## src/hdl/ppgc_pkg.sv

```systemverilog
`default_nettype none
package ppgc_pkg;

    localparam int MAX_PIXELS      = 4096;
    localparam int NUM_CELLS       = 4;
    localparam int WORDS_PER_PIXEL = 8;
    localparam int TABLE_DEPTH     = 131072;
    localparam int ADDR_W          = $clog2(TABLE_DEPTH);
    localparam int FIFO_DEPTH      = 4;
    localparam int DIV_NUM_W       = 48;
    localparam int DIV_STEPS       = 2;

    // configuration register indexes
    localparam logic [1:0] CFG_MODE  = 2'd0;
    localparam logic [1:0] CFG_CELL  = 2'd1;
    localparam logic [1:0] CFG_IMAGE = 2'd2;

    // calibration modes
    localparam logic [1:0] MODE_PED      = 2'd0;
    localparam logic [1:0] MODE_CELL_PED = 2'd1;
    localparam logic [1:0] MODE_GAIN     = 2'd2;

    // kinds of queued work
    localparam logic [1:0] K_LOAD = 2'd0;
    localparam logic [1:0] K_ERR  = 2'd1;
    localparam logic [1:0] K_PED  = 2'd2;
    localparam logic [1:0] K_GAIN = 2'd3;

    // status codes
    localparam logic [1:0] ST_OK        = 2'd0;
    localparam logic [1:0] ST_ZERO_GAIN = 2'd1;
    localparam logic [1:0] ST_RANGE     = 2'd2;

    typedef struct packed {
        logic        opcode;
        logic [16:0] word_address;
        logic [31:0] word_value;
        logic [11:0] pixel_index;
        logic [15:0] signal_sample;
        logic [15:0] gain_sample;
    } t_in_item;

    typedef struct packed {
        logic [11:0] out_index;
        logic [31:0] calibrated;
        logic [1:0]  gain_stage;
        logic [1:0]  status;
    } t_out_item;

    typedef struct packed {
        logic [1:0]        kind;
        logic [ADDR_W-1:0] addr;
        logic [31:0]       value;
        logic [11:0]       pix;
        logic [15:0]       sig;
        logic [15:0]       gsm;
    } t_task;

endpackage
`default_nettype wire

```

## src/hdl/ppgc_fifo.sv

```systemverilog
`default_nettype none
module ppgc_fifo (
    input  wire              i_clk,
    input  wire              i_rst_n,
    input  wire              i_push,
    input  ppgc_pkg::t_task  i_data,
    output logic             o_full,
    input  wire              i_pop,
    output logic             o_valid,
    output ppgc_pkg::t_task  o_data
);
    import ppgc_pkg::*;

    localparam int PW = $clog2(FIFO_DEPTH);

    t_task        r_mem [FIFO_DEPTH];
    logic [PW-1:0] r_wp;
    logic [PW-1:0] r_rp;
    logic [PW:0]   r_cnt;
    logic          do_pop;
    logic          do_push;

    assign o_full  = r_cnt == (PW+1)'(FIFO_DEPTH);
    assign o_valid = r_cnt != '0;
    assign o_data  = r_mem[r_rp];
    assign do_pop  = i_pop && o_valid;
    assign do_push = i_push && !o_full;

    always_ff @(posedge i_clk) begin
        if (do_push) r_mem[r_wp] <= i_data;
    end

    always_ff @(posedge i_clk) begin
        if (!i_rst_n) begin
            r_wp  <= '0;
            r_rp  <= '0;
            r_cnt <= '0;
        end else begin
            if (do_push) r_wp <= r_wp + 1'b1;
            if (do_pop)  r_rp <= r_rp + 1'b1;
            if (do_push && !do_pop) r_cnt <= r_cnt + 1'b1;
            else if (do_pop && !do_push) r_cnt <= r_cnt - 1'b1;
        end
    end

endmodule
`default_nettype wire

```

## config.mk

```make
export PLATFORM = sky130hd
export DESIGN_NAME = ppgc_fifo
export DESIGN_NICKNAME = d
export VERILOG_FILES = /design/src/hdl/ppgc_pkg.sv /design/src/hdl/ppgc_fifo.sv
export SDC_FILE = /design/constraint.sdc
export NUM_CORES = 1
export LEC_CHECK = 0
export ABC_AREA = 0
export BUFFER_PORTS_ARGS = -buffer_cell sky130_fd_sc_hd__buf_2
export CAP_MARGIN = 40
export CORE_MARGIN = 2
export CORE_UTILIZATION = 51
export DETAILED_ROUTE_END_ITERATION = 7
export PLACE_DENSITY = 0.75
export SYNTH_ARGS = -nofsm -noshare
export SYNTH_HDL_FRONTEND = slang
export SYNTH_SLANG_ARGS = --single-unit
```

## constraint.sdc

```tcl
create_clock -name i_clk -period 3.75 [get_ports i_clk]
set_input_delay 0.75 -clock i_clk [delete_from_list [all_inputs] [get_ports i_clk]]
set_output_delay 0.75 -clock i_clk [all_outputs]
set_load 0.02 [all_outputs]
```

Word level (Yosys, flattened, before mapping)

Memory sizes are Yosys's and may differ from the RTL's. A register that Yosys moved wholly into a read port is not among the register bits.
Cells that the tools add are included.

Word-level logic and storage cells: 24
Input port bits: 99
Output and inout port bits: 97
Memories kept: 1
Register bits after elaboration: 7
Memory bits (writable): 380

Memory list:

| name  | depth | bits a word | rd ports | clocked after Yosys merged registers in | wr ports | RTL line        | RTL |
|---|---|---|---|---|---|---|---|
| r_mem | 4     | 95          | 1        | 1                                       | 1        | ppgc_fifo.sv:16 | `t_task r_mem [FIFO_DEPTH];` |

Reductions and logical operators: 9
$add $sub $neg: 4
Multiplexer cells: 6
Equal/unequal tests: 1

Operators by type and width:

| kind                  | number |
|---|---|
| $mux W3               | 2 |
| $add A2 B1 Y2 const B | 2 |
| $logic_and A1 B1 Y1   | 4 |
| $mux W2               | 2 |
| $add A3 B1 Y3 const B | 1 |
| $eq A3 B3 Y1 const B  | 1 |
| $logic_not A1 Y1      | 3 |
| $reduce_bool A3 Y1    | 1 |
| $sub A3 B1 Y3 const B | 1 |
| $mux W1               | 2 |
| $reduce_bool A2 Y1    | 1 |

Depth between registers and ports, before layout

Depth in word-level cells: 7
Depth in mapped cells: 9
Depth with buffers taken out: 8

Least setup slack after synthesis

Ideal clock, no wire load.

Kind: in2reg
From: input port i_push
To: memory r_mem[2][0] (netlist bit), enable pin
Path buffers: 1
Setup slack: -0.049 ns
Setup time: 0.464 ns
Stages on the path: 3
Data arrival time: 3.334 ns
Path through: nor2b_1 clkbuf_1 and2_1

Word-level cells in the longest chain between the ends: 3

RTL lines:

| item                          | RTL line        | RTL |
|---|---|---|
| start: declaration            | ppgc_fifo.sv:5  | `input wire i_push,` |
| $logic_and A1 B1 Y1           | ppgc_fifo.sv:27 | `assign do_push = i_push && !o_full;` |
| named net do_push             | ppgc_fifo.sv:21 | `logic do_push;` |
| $mux W1                       | ppgc_fifo.sv:30 | `if (do_push) r_mem[r_wp] <= i_data;` |
| $mux W1 (not written as such) | ppgc_fifo.sv:30 |  |
| end: declaration              | ppgc_fifo.sv:16 |  |

The timed path passes the listed nets, and every way through them passes these cells.

==> metrics.md <==
| Metric | Value |
|---|---|
| Synth unique cells | 22 |
| Vias | 6447 |
| Tcrit/Tclk final | 0.7872 |
| Placed Cells | 1109 |
| Total wire length | 25.88 mm |
| Fin. Hold Viols | 0 |
| Cts hold-fix bufs | 0 |
| DR iter-0 viols | slightly below 600 |
| Endpoints failing setup | 0 |
| Yosys warning total | 0 |
| Top cell type's share of synthesized area | 0.8022 |
| Worst r2r src | r_cnt[0] |
| Setup TNS | 0 ns |
| CP Capture Type | output port |
| Ranking of synthesized cells by area | edfxtp_1, mux4_2, dfxtp_1 |
| Antenna violations before repair | 6 |
| Fmax | 338.7 MHz |
| Hpwl dp | between 15 and 20 mm |
| Crit path kind | reg2out |
| Clock group share of total power | 0.320 |
| CTS Buffer Depth | 3 |
| RD Place Congestion | approximately 0.73 |
| Vias per inst | 5.445 |
| Crit path time final | a little under 3 ns |
| Largest family of logic cells by synthesized area | multiplexers |
| Share of cells above drive strength 1 | 0.4594 |
| H-Tree Depth | 2 |
| Area share of and/or/nand/nor cells after synthesis | 0.006861 |
| Largest net degree at the start of global routing | 54 |
| Max_cap viols | 0 |
| Core Footprint | 0.02763 sq mm |
| Hold path startpoint | i_data[44] |
| Num rows | 61 |
| Commonest non-fill, non-tap cell in the layout | edfxtp_1 |
| DR pass1 iterations | 5 |
| Wirelength per Cell | 21.86 microns |
| Critical path, cell by cell | buf_4 > mux4_2 > buf_2 |
| Slowest stage delay, CP | between 0.6 and 0.7 ns |
| Net Sw Power | 3.380 mW |
| Port buffer count | approximately 200 |
| Cell taking the most area after synthesis | edfxtp_1 |
| Initial Utilization | 0.5149 |
| Nets | about 900 |
| Number of clock sinks | ~390 |
| Max_slew headroom | 0.4928 |
| Final ANT Viol Nets | 0 |
| Crit-path slowest cell | dfxtp_4 |
| Arr. time, crit path | 2.20 ns |
| Adder-Cell Fraction of Synth Area | 0.005805 |
| Num ports | 196 |
| Worst setup SP type | flip-flop |
| Most frequent cells in the layout | edfxtp_1, buf_2, mux4_2, clkbuf_16, clkinv_1 |
| CP Max Fanout | 28 |
| Post-synthesis sequential area ratio | 0.8148 |
| Post CTS Setup Buffer Count | 0 |
| Setup Skew | 0.01579 ns |
| Sw frac | 0.2726 |
| Layout area overhead | 19.70% |
| First-pass GRT wire length | between 30 and 40 mm |
| Post-Layout Cell Count | ~1200 |
| Die area | a little under 0.03 sq mm |
| Reg clk slew, reported paths | approximately 0.060 ns |
| Post-synthesis compound-gate area fraction | 0.002023 |
| Pwr dens | 728.2 mW/mm^2 |
| Die Span X | around 170 microns |
| Design Power | between 10 and 15 mW |
| Mux contribution to synthesized area | 0.1525 |
| Yosys reg bits | 389 |
| Tightest Pin Transition | about 0.76 ns |
| DRC Markers | 0 |
| Sequential group share of total power | 0.438 |
| Vias in the first global route | between 6000 and 7000 |
| Outcome | completed |
| Peak supply drop | 0.5107 mV |
| Synthesized net count | 650 |
| Syn Inst Count | 545 |
| LEAKAGE | between 5 and 6 nW |
| Die height | between 150 and 200 microns |
| Worst endpoint required time | 3.00 ns |
| CTS tree | yes |
| Syn_area_per_cell | 26.10 sq um |
| Worst-Skew Late Latency | approximately 0.5 ns |
| Tot GR Track Use | 0.1754 |
| CTS Root Cell | clkbuf_16 |
| Mapped Area | 0.01422 sq mm |
| Slew Limit Fails | 0 |
| Min-delay worst type | in2reg |
| P_int | 9.019 mW |
| Grt total ovfl | 0 |
| Logic gate share of total power | 0.242 |
| Clock buffer count from CTS | 39 |
| Xor and xnor area share after synthesis | 0.002463 |
| RSZ-0062 raised after global routing | no |
| Post-cts sizing count | 0 |
==> final timing paths <==
check | end | slack, ns | cells after the start
max reg2reg | r_cnt[2] | 1.28 | 8
max | o_data[37] | 0.80 | 3
min reg2reg | r_wp[0] | 0.51 | 2
min | r_mem[1][44] | 0.45 | 1
==> power groups by stage <==
stage	clock network (mW)	logic (mW)	registers, mW
floorplan	0	2.23	5.45
global placement	0	3.01	5.48
detailed placement	0	3.06	5.52
CTS	4.05	3.06	5.43
global route	4.21	3.21	5.46
finish	3.97	3.00	5.43
==> registers in the layout, indices dropped and copies added (netlist names), named ones only <==
register	flops
r_mem	380
r_cnt	3
r_rp	2
r_wp	2
==> critical path, delay by kind of cell, from the launching register on <==
family	cells	cell delay [ns]
flops	1	0.64
mux	1	0.41
buf+inv	2	0.62
==> logic make-up after synthesis <==
kind of cell / Yosys count
buffers and inverters: 27
adder cells (fa/ha/maj): 6
AND/OR/NAND/NOR: 17
multiplexers: 98
flip-flops: 389
AO/OA/AOI/OAI: 4
XOR/XNOR: 4
==> cell usage after synthesis, drive strengths merged <==
library cell and n:
a21boi 1, and2 8, buf 18, clkbuf 6, dfxtp 9, edfxtp 380, fa 1, ha 5
inv 3, mux2i 3, mux4 95, nand2 4, nor2b 2, nor3b 1, o21ai 1, o311ai 1
o31ai 1, or3 2, xnor2 3, xor2 1
==> cell type report <==
cell class	count	area, sq um
multi-input cells	129	2424
well taps	378	473.0
flip-flops and latches	389	11600
fillers	1892	10600
diodes	5	12.51
clock buffers	45	1041
repair buffers	210	1176
inverters	3	11.26
clock inverters	25	291.5
==> per-stage QoR <==
stage | hold slack, ns | setup slack, ns | cell area, sq um | util
global route | 0.4434 | 0.7005 | 17020 | 0.6161
CTS | 0.4280 | 0.7540 | 17020 | 0.6158
detailed placement | 0.4980 | 0.9213 | 15680 | 0.5676
finish | 0.4533 | 0.7978 | 17030 | 0.6163
global placement | 0.4800 | 1.120 | 15680 | 0.5676
floorplan | 0.4677 | 0.9958 | 14230 | -
==> per-layer routing <==
layer / up-vias / GRT usage / routed length, microns
li1: 2796 / - / -
met1: 3345 / 0.2477 / 10730
met5: - / 0 / 23
met4: 4 / 0.05306 / 516
met2: 253 / 0.2761 / 12560
met3: 49 / 0.04233 / 2045
Power figures use the tool's default switching activity.
