$ cat src/hdl/ppgc_pkg.sv
`default_nettype none
package ppgc_pkg;

    localparam int MAX_PIXELS      = 4096;
    localparam int NUM_CELLS       = 4;
    localparam int WORDS_PER_PIXEL = 8;
    localparam int TABLE_DEPTH     = 131072;
    localparam int ADDR_W          = $clog2(TABLE_DEPTH);
    localparam int FIFO_DEPTH      = 4;
    localparam int DIV_NUM_W       = 48;
    localparam int DIV_STEPS       = 2;

    // configuration register indexes
    localparam logic [1:0] CFG_MODE  = 2'd0;
    localparam logic [1:0] CFG_CELL  = 2'd1;
    localparam logic [1:0] CFG_IMAGE = 2'd2;

    // calibration modes
    localparam logic [1:0] MODE_PED      = 2'd0;
    localparam logic [1:0] MODE_CELL_PED = 2'd1;
    localparam logic [1:0] MODE_GAIN     = 2'd2;

    // kinds of queued work
    localparam logic [1:0] K_LOAD = 2'd0;
    localparam logic [1:0] K_ERR  = 2'd1;
    localparam logic [1:0] K_PED  = 2'd2;
    localparam logic [1:0] K_GAIN = 2'd3;

    // status codes
    localparam logic [1:0] ST_OK        = 2'd0;
    localparam logic [1:0] ST_ZERO_GAIN = 2'd1;
    localparam logic [1:0] ST_RANGE     = 2'd2;

    typedef struct packed {
        logic        opcode;
        logic [16:0] word_address;
        logic [31:0] word_value;
        logic [11:0] pixel_index;
        logic [15:0] signal_sample;
        logic [15:0] gain_sample;
    } t_in_item;

    typedef struct packed {
        logic [11:0] out_index;
        logic [31:0] calibrated;
        logic [1:0]  gain_stage;
        logic [1:0]  status;
    } t_out_item;

    typedef struct packed {
        logic [1:0]        kind;
        logic [ADDR_W-1:0] addr;
        logic [31:0]       value;
        logic [11:0]       pix;
        logic [15:0]       sig;
        logic [15:0]       gsm;
    } t_task;

endpackage
`default_nettype wire

$ cat src/hdl/ppgc_front.sv
`default_nettype none
module ppgc_front (
    input  wire                 i_clk,
    input  wire                 i_rst_n,
    input  wire                 i_in_valid,
    output logic                o_in_ready,
    input  ppgc_pkg::t_in_item  i_in_data,
    input  wire                 i_cfg_valid,
    output logic                o_cfg_ready,
    input  wire  [1:0]          i_cfg_index,
    input  wire  [15:0]         i_cfg_data,
    output logic                o_push,
    output ppgc_pkg::t_task     o_task,
    input  wire                 i_full
);
    import ppgc_pkg::*;

    logic [1:0]  r_mode;
    logic [1:0]  r_cell;
    logic [12:0] r_image;
    logic [14:0] cell_prod;
    logic [15:0] cell_addr;
    logic [19:0] base;
    logic        in_image;
    logic        cell_ok;
    logic        accept;

    assign o_cfg_ready = 1'b1;
    assign o_in_ready  = !i_full;
    assign accept      = i_in_valid && !i_full;

    always_ff @(posedge i_clk) begin
        if (!i_rst_n) begin
            r_mode  <= MODE_PED;
            r_cell  <= '0;
            r_image <= 13'(MAX_PIXELS);
        end else if (i_cfg_valid) begin
            unique case (i_cfg_index)
                CFG_MODE:  r_mode  <= i_cfg_data[1:0];
                CFG_CELL:  r_cell  <= i_cfg_data[1:0];
                CFG_IMAGE: r_image <= i_cfg_data[12:0];
                default: ;
            endcase
        end
    end

    // cell stride address, small multiply
    assign cell_prod = 15'(r_cell) * 15'(r_image);
    assign cell_addr = 16'(cell_prod) + 16'(i_in_data.pixel_index);
    assign base      = 20'(cell_addr) * 20'(WORDS_PER_PIXEL);
    assign cell_ok   = 32'(r_cell) < NUM_CELLS;
    assign in_image  = (13'(i_in_data.pixel_index) < r_image)
                    && (32'(i_in_data.pixel_index) < MAX_PIXELS);

    always_comb begin
        o_task       = '0;
        o_task.value = i_in_data.word_value;
        o_task.pix   = i_in_data.pixel_index;
        o_task.sig   = i_in_data.signal_sample;
        o_task.gsm   = i_in_data.gain_sample;
        o_push       = accept;
        if (!i_in_data.opcode) begin
            o_task.kind = K_LOAD;
            o_task.addr = ADDR_W'(i_in_data.word_address);
            // loads beyond the table are dropped
            if (32'(i_in_data.word_address) >= TABLE_DEPTH) o_push = 1'b0;
        end else if (r_mode == MODE_GAIN) begin
            o_task.kind = K_GAIN;
            o_task.addr = ADDR_W'(base);
            if (!in_image || !cell_ok
                || (32'(base) + 32'(WORDS_PER_PIXEL - 1)) >= TABLE_DEPTH)
                o_task.kind = K_ERR;
        end else if (r_mode == MODE_CELL_PED) begin
            o_task.kind = K_PED;
            o_task.addr = ADDR_W'(cell_addr);
            if (!in_image || !cell_ok || 32'(cell_addr) >= TABLE_DEPTH)
                o_task.kind = K_ERR;
        end else begin
            o_task.kind = K_PED;
            o_task.addr = ADDR_W'(i_in_data.pixel_index);
            if (!in_image || 32'(i_in_data.pixel_index) >= TABLE_DEPTH)
                o_task.kind = K_ERR;
        end
    end

endmodule
`default_nettype wire

$ cat config.mk
export PLATFORM = sky130hd
export DESIGN_NAME = ppgc_front
export DESIGN_NICKNAME = d
export VERILOG_FILES = /design/src/hdl/ppgc_pkg.sv /design/src/hdl/ppgc_front.sv
export SDC_FILE = /design/constraint.sdc
export NUM_CORES = 1
export LEC_CHECK = 0
export BUFFER_PORTS_ARGS = -buffer_cell sky130_fd_sc_hd__buf_2
export CAP_MARGIN = 20
export CORE_ASPECT_RATIO = 0.5
export CORE_MARGIN = 2
export CORE_UTILIZATION = 47
export CTS_CLUSTER_DIAMETER = 100
export DETAILED_ROUTE_END_ITERATION = 7
export PLACE_DENSITY = 0.95
export SYNTH_ARGS = -nofsm -noshare
export SYNTH_HDL_FRONTEND = slang
export SYNTH_SLANG_ARGS = --single-unit
$ cat constraint.sdc
create_clock -name i_clk -period 11.5 [get_ports i_clk]
set_clock_uncertainty 0.1 [all_clocks]
set_input_delay 2.3 -clock i_clk [delete_from_list [all_inputs] [get_ports i_clk]]
set_output_delay 2.3 -clock i_clk [all_outputs]
set_load 0.01 [all_outputs]
Yosys cells after proc, flatten, opt, wreduce, memory -nomap -nowiden. Index checks and enable logic that the tools add are counted.

Equality and inequality tests: 4. Magnitude comparators: 2. Add/sub/neg operators: 2. Reductions and logical operators: 8. $mul: 1. Muxes and demuxes: 5.

Operators with widths (count): two-way mux 19 bit (2); adder 19 x 3 -> 20 bit (second input constant) (1); greater-or-equal comparator 20 x 18 -> 1 bit (second input constant) (1); adder 15 x 12 -> 16 bit (1); two-way mux 16 bit (1); multiplier 2 x 13 -> 15 bit (1); less-than comparator 12 x 13 -> 1 bit (1); AND reduction 2 bit (3); equality test 2 x 1 -> 1 bit (second input constant) (2); equality test 2 bit (second input constant) (2); two-way mux 2 bit (2); logical NOT 1 bit (2); logical NOT 2 bit (1); logical AND 1 bit (1); logical OR 1 bit (1).

Logic and storage cells: 25. Bits in registers: 17. Output and inout port bits: 98. Bits of input ports: 117.

Logic depth before layout (Yosys ltp).
Depth in word-level cells: 8. Gate-level depth with buffers: 12. Mapped depth without buffers: 11.

Worst setup path before layout. OpenSTA, ideal clock, no wires.

Path type: in2out. Start point: input i_in_data[34] in the netlist's numbering. End point: output o_task[88] in the netlist's numbering. Buffers on the path: 0. Data required time: 9.100 ns. Data arrival time: 4.700 ns. Slack: 4.400 ns. Stages on the path: 10. Path through: inv_1 fa_1 inv_1 ha_1 a211o_1 a21o_1 a211o_1 o31a_1 xnor2_1 o221ai_1.

RTL lines: start, declared (line ppgc_front.sv:7) `input ppgc_pkg::t_in_item i_in_data,`; end, declared (line ppgc_front.sv:13) `output ppgc_pkg::t_task o_task,`.

==> impl_metrics.py <==
metrics = {
    "setup_path": {
        "critPathLaunchType": "primary input",
        "cp.arrival_ns": 5.09,
        "crit_type": "in -> out",
        "worstSetupEndpointType": "primary output",
        "critical_path_required_ns": 9.10,
        "cp_max_fo": 4,
    },
    "floorplan": {
        "boundaryPins": 215,
        "dieArea_um2": 7530,
        "core_um2": 6650,
        "die_h_um": 62.4,
        "initial_utilization_pct": 48.2,
        "num_rows": 21,
        "die_w_um": 121,
    },
    "synth": {
        "synth.distinct_cells": 54,
        "yosysTopAreaCellShare_pct": 18.0,
        "synthesis.instances": 450,
        "synthTopCellsByCount": "77 x buf_4, 66 x nand2_1, 50 x inv_1, 26 x ha_1, 25 x nor2_1",
        "post_synth_instance_area_um2": 3200,
        "synthesis.nets": 605,
        "synthTopCellsByArea": "buf_4 18%, dfxtp_1 11%, ha_1 10%",
        "synth_most_common_cell": "buf_4",
        "synth.largest_area_cell": "buf_4",
        "ys_warn_count": 0,
        "synth-edff-count": 0,
        "syn_avg_cell_area_um2": 7.12,
        "ys_seq_area_share_pct": 10.6,
        "synthFlopType": "dfxtp_1",
        "async_reset_ff_share_pct": 0,
        "synth-seq-cells": 17,
    },
    "cts": {
        "cts_resized": 0,
        "clock-sinks": 17,
        "clk_latency_ns": 0.25,
        "cts-root-buf": "clkbuf_16",
        "cts_buffer_depth": 2,
        "cts_tree": "done",
        "cts_setup_buffers": 0,
        "cts_buffers": 3,
        "htreeDepth": 1,
        "clk_pin_slew_ns": 0.05,
        "ctsHoldBuffers": 0,
    },
    "cells_and_area": {
        "drive_above_1_share_pct": 20.1,
        "fin_nets": 599,
        "fillers": 636,
        "antenna_cells": 0,
        "area_growth_pct": -1.02,
        "finish.instance_area_um2": 3170,
        "final_util_pct": 47.7,
    },
    "global_route": {
        "antenna_found_initial": 0,
        "grt_pass1_wl_um": 13900,
        "track_usage_pct": 22.7,
        "grt_max_degree": 31,
        "grt_pass1_vias": 2799,
        "gr-total-overflow": 0,
    },
    "detailed_routing": {
        "vias": 2963,
        "viasPerCell": 5.54,
        "totalWireLength_um": 8850,
        "drtIter0Drc": 216,
        "wl_per_cell_um": 16.5,
        "drt_pass1_iterations": 5,
        "ant_nets": 0,
        "drc": 0,
    },
    "worst_hold_path": {
        "hold_path_class": "reg -> reg",
    },
    "place": {
        "port_buffers": 82,
        "place_hpwl_um": 7380,
        "place_area_um2": 3090,
        "place_congestion": 0.961,
    },
    "timing": {
        "finalSetupViolCount": 0,
        "post-route-min-period_ns": 7.49,
        "setup_tns_ns": 0,
        "slew_headroom_pct": 47.2,
        "report.final.slew_viol_count": 0,
        "fmax_mhz": 133,
        "hold_viol": 0,
        "period_share_pct": 65.1,
        "rsz0062_at_grt": "no",
        "worst_slew_pin_slew_ns": 0.789,
    },
    "pwr": {
        "total_power_uw": 202,
        "power_density_nw_per_um2": 63.7,
        "ir_drop_v": 0.0000448,
        "p_leak_nw": 1.58,
    },
    "run": {
        "cap_viol_max_count": 0,
    },
    "status": {
        "run_status": "finished clean",
    },
}
==> cell families (layout without fill, tap and decap cells) <==
family,count (synthesis),in the layout,synth area share [%]
other cells,1,1,0.117
fa+ha+maj,39,39,18.0
compound gates,94,94,20.6
simple gates,138,138,19.7
xor+xnor,8,8,2.19
flops,17,17,10.6
mux,9,9,2.89
buf+inv,144,137,25.9
==> final cells by class <==
class,instances,area (um^2),area share (%)
Multi-Input combinational cell,289,2030,64.1
Timing Repair Buffer,82,410,12.9
Sequential cell,17,340,10.7
Inverter,51,191,6.04
Tap cell,92,115,3.63
Clock buffer,3,75.1,2.37
Clock inverter,1,5.00,0.158
==> layer usage <==
metal	routed length [um]	global-route usage (%)	share of wire, %	vias up
met4	209	8.87	2.4	0
li1	-	-	-	1419
met2	4230	38.8	48	178
met1	3240	26.6	37	1342
met5	0	0	0	-
met3	1170	7.21	13	24
==> per-stage QoR <==
| stage | hold WS (ns) | cells | worst slack, ns |
|---|---|---|---|
| 3_3_place_gp | 0.372 | 531 | 4.07 |
| 3_5_place_dp | 0.386 | 531 | 4.03 |
| 4_1_cts | 0.392 | 535 | 4.03 |
| 2_1_floorplan | 0.356 | 450 | 4.40 |
| 6_report | 0.391 | 535 | 4.01 |
| 5_1_grt | 0.423 | 535 | 3.83 |
==> worst paths after layout <==
check,start,endpoint,slack [ns],cells after the start
worst max-delay path,i_in_data[34],o_task[88],4.01,12
worst min-delay path,r_image[0],r_image[0],0.39,2
worst max register to register,r_mode[0],r_mode[0],10.27,2
worst min register to register,r_image[0],r_image[0],0.39,2
==> sequential cells by signal, summed over array words and instances (netlist names) <==
| register | flops |
|---|---|
| r_mode | 2 |
| r_image | 13 |
| r_cell | 2 |
==> power by group <==
part / switching (mW) / internal, mW
combinational: 0.0380 / 0.0297
sequential: 0.00391 / 0.0611
clock: 0.0228 / 0.0466
==> worst max-delay path: stages <==
cell and delay, ns:
buf_2 0.12, inv_1 0.07, fa_1 0.59, inv_1 0.06, ha_1 0.31, a211o_1 0.31
a21o_1 0.19, a211o_1 0.37, o31a_1 0.27, xnor2_1 0.14, o221ai_1 0.20, buf_2 0.17
==> cells in the final DEF, fill, tap and decap left out, types with 3 or more instances in the layout <==
cell and n:
a211o_1 3, a221oi_1 4, o31a_1 3, xnor2_1 4, clkbuf_16 3, and2_1 6, inv_1 50, fa_1 12
ha_1 26, a21oi_1 15, nand3_1 10, nand2_1 66, nor2_1 25, nor2b_1 8, o22ai_1 4, nor3_1 3
dfxtp_1 17, and3_1 6, a21o_1 8, a21boi_0 12, buf_2 82, a211oi_1 5, xor2_1 4, mux2i_1 7
o21ai_0 17, o221ai_1 3, nand3b_1 4
(Power assumes the default switching activity.)
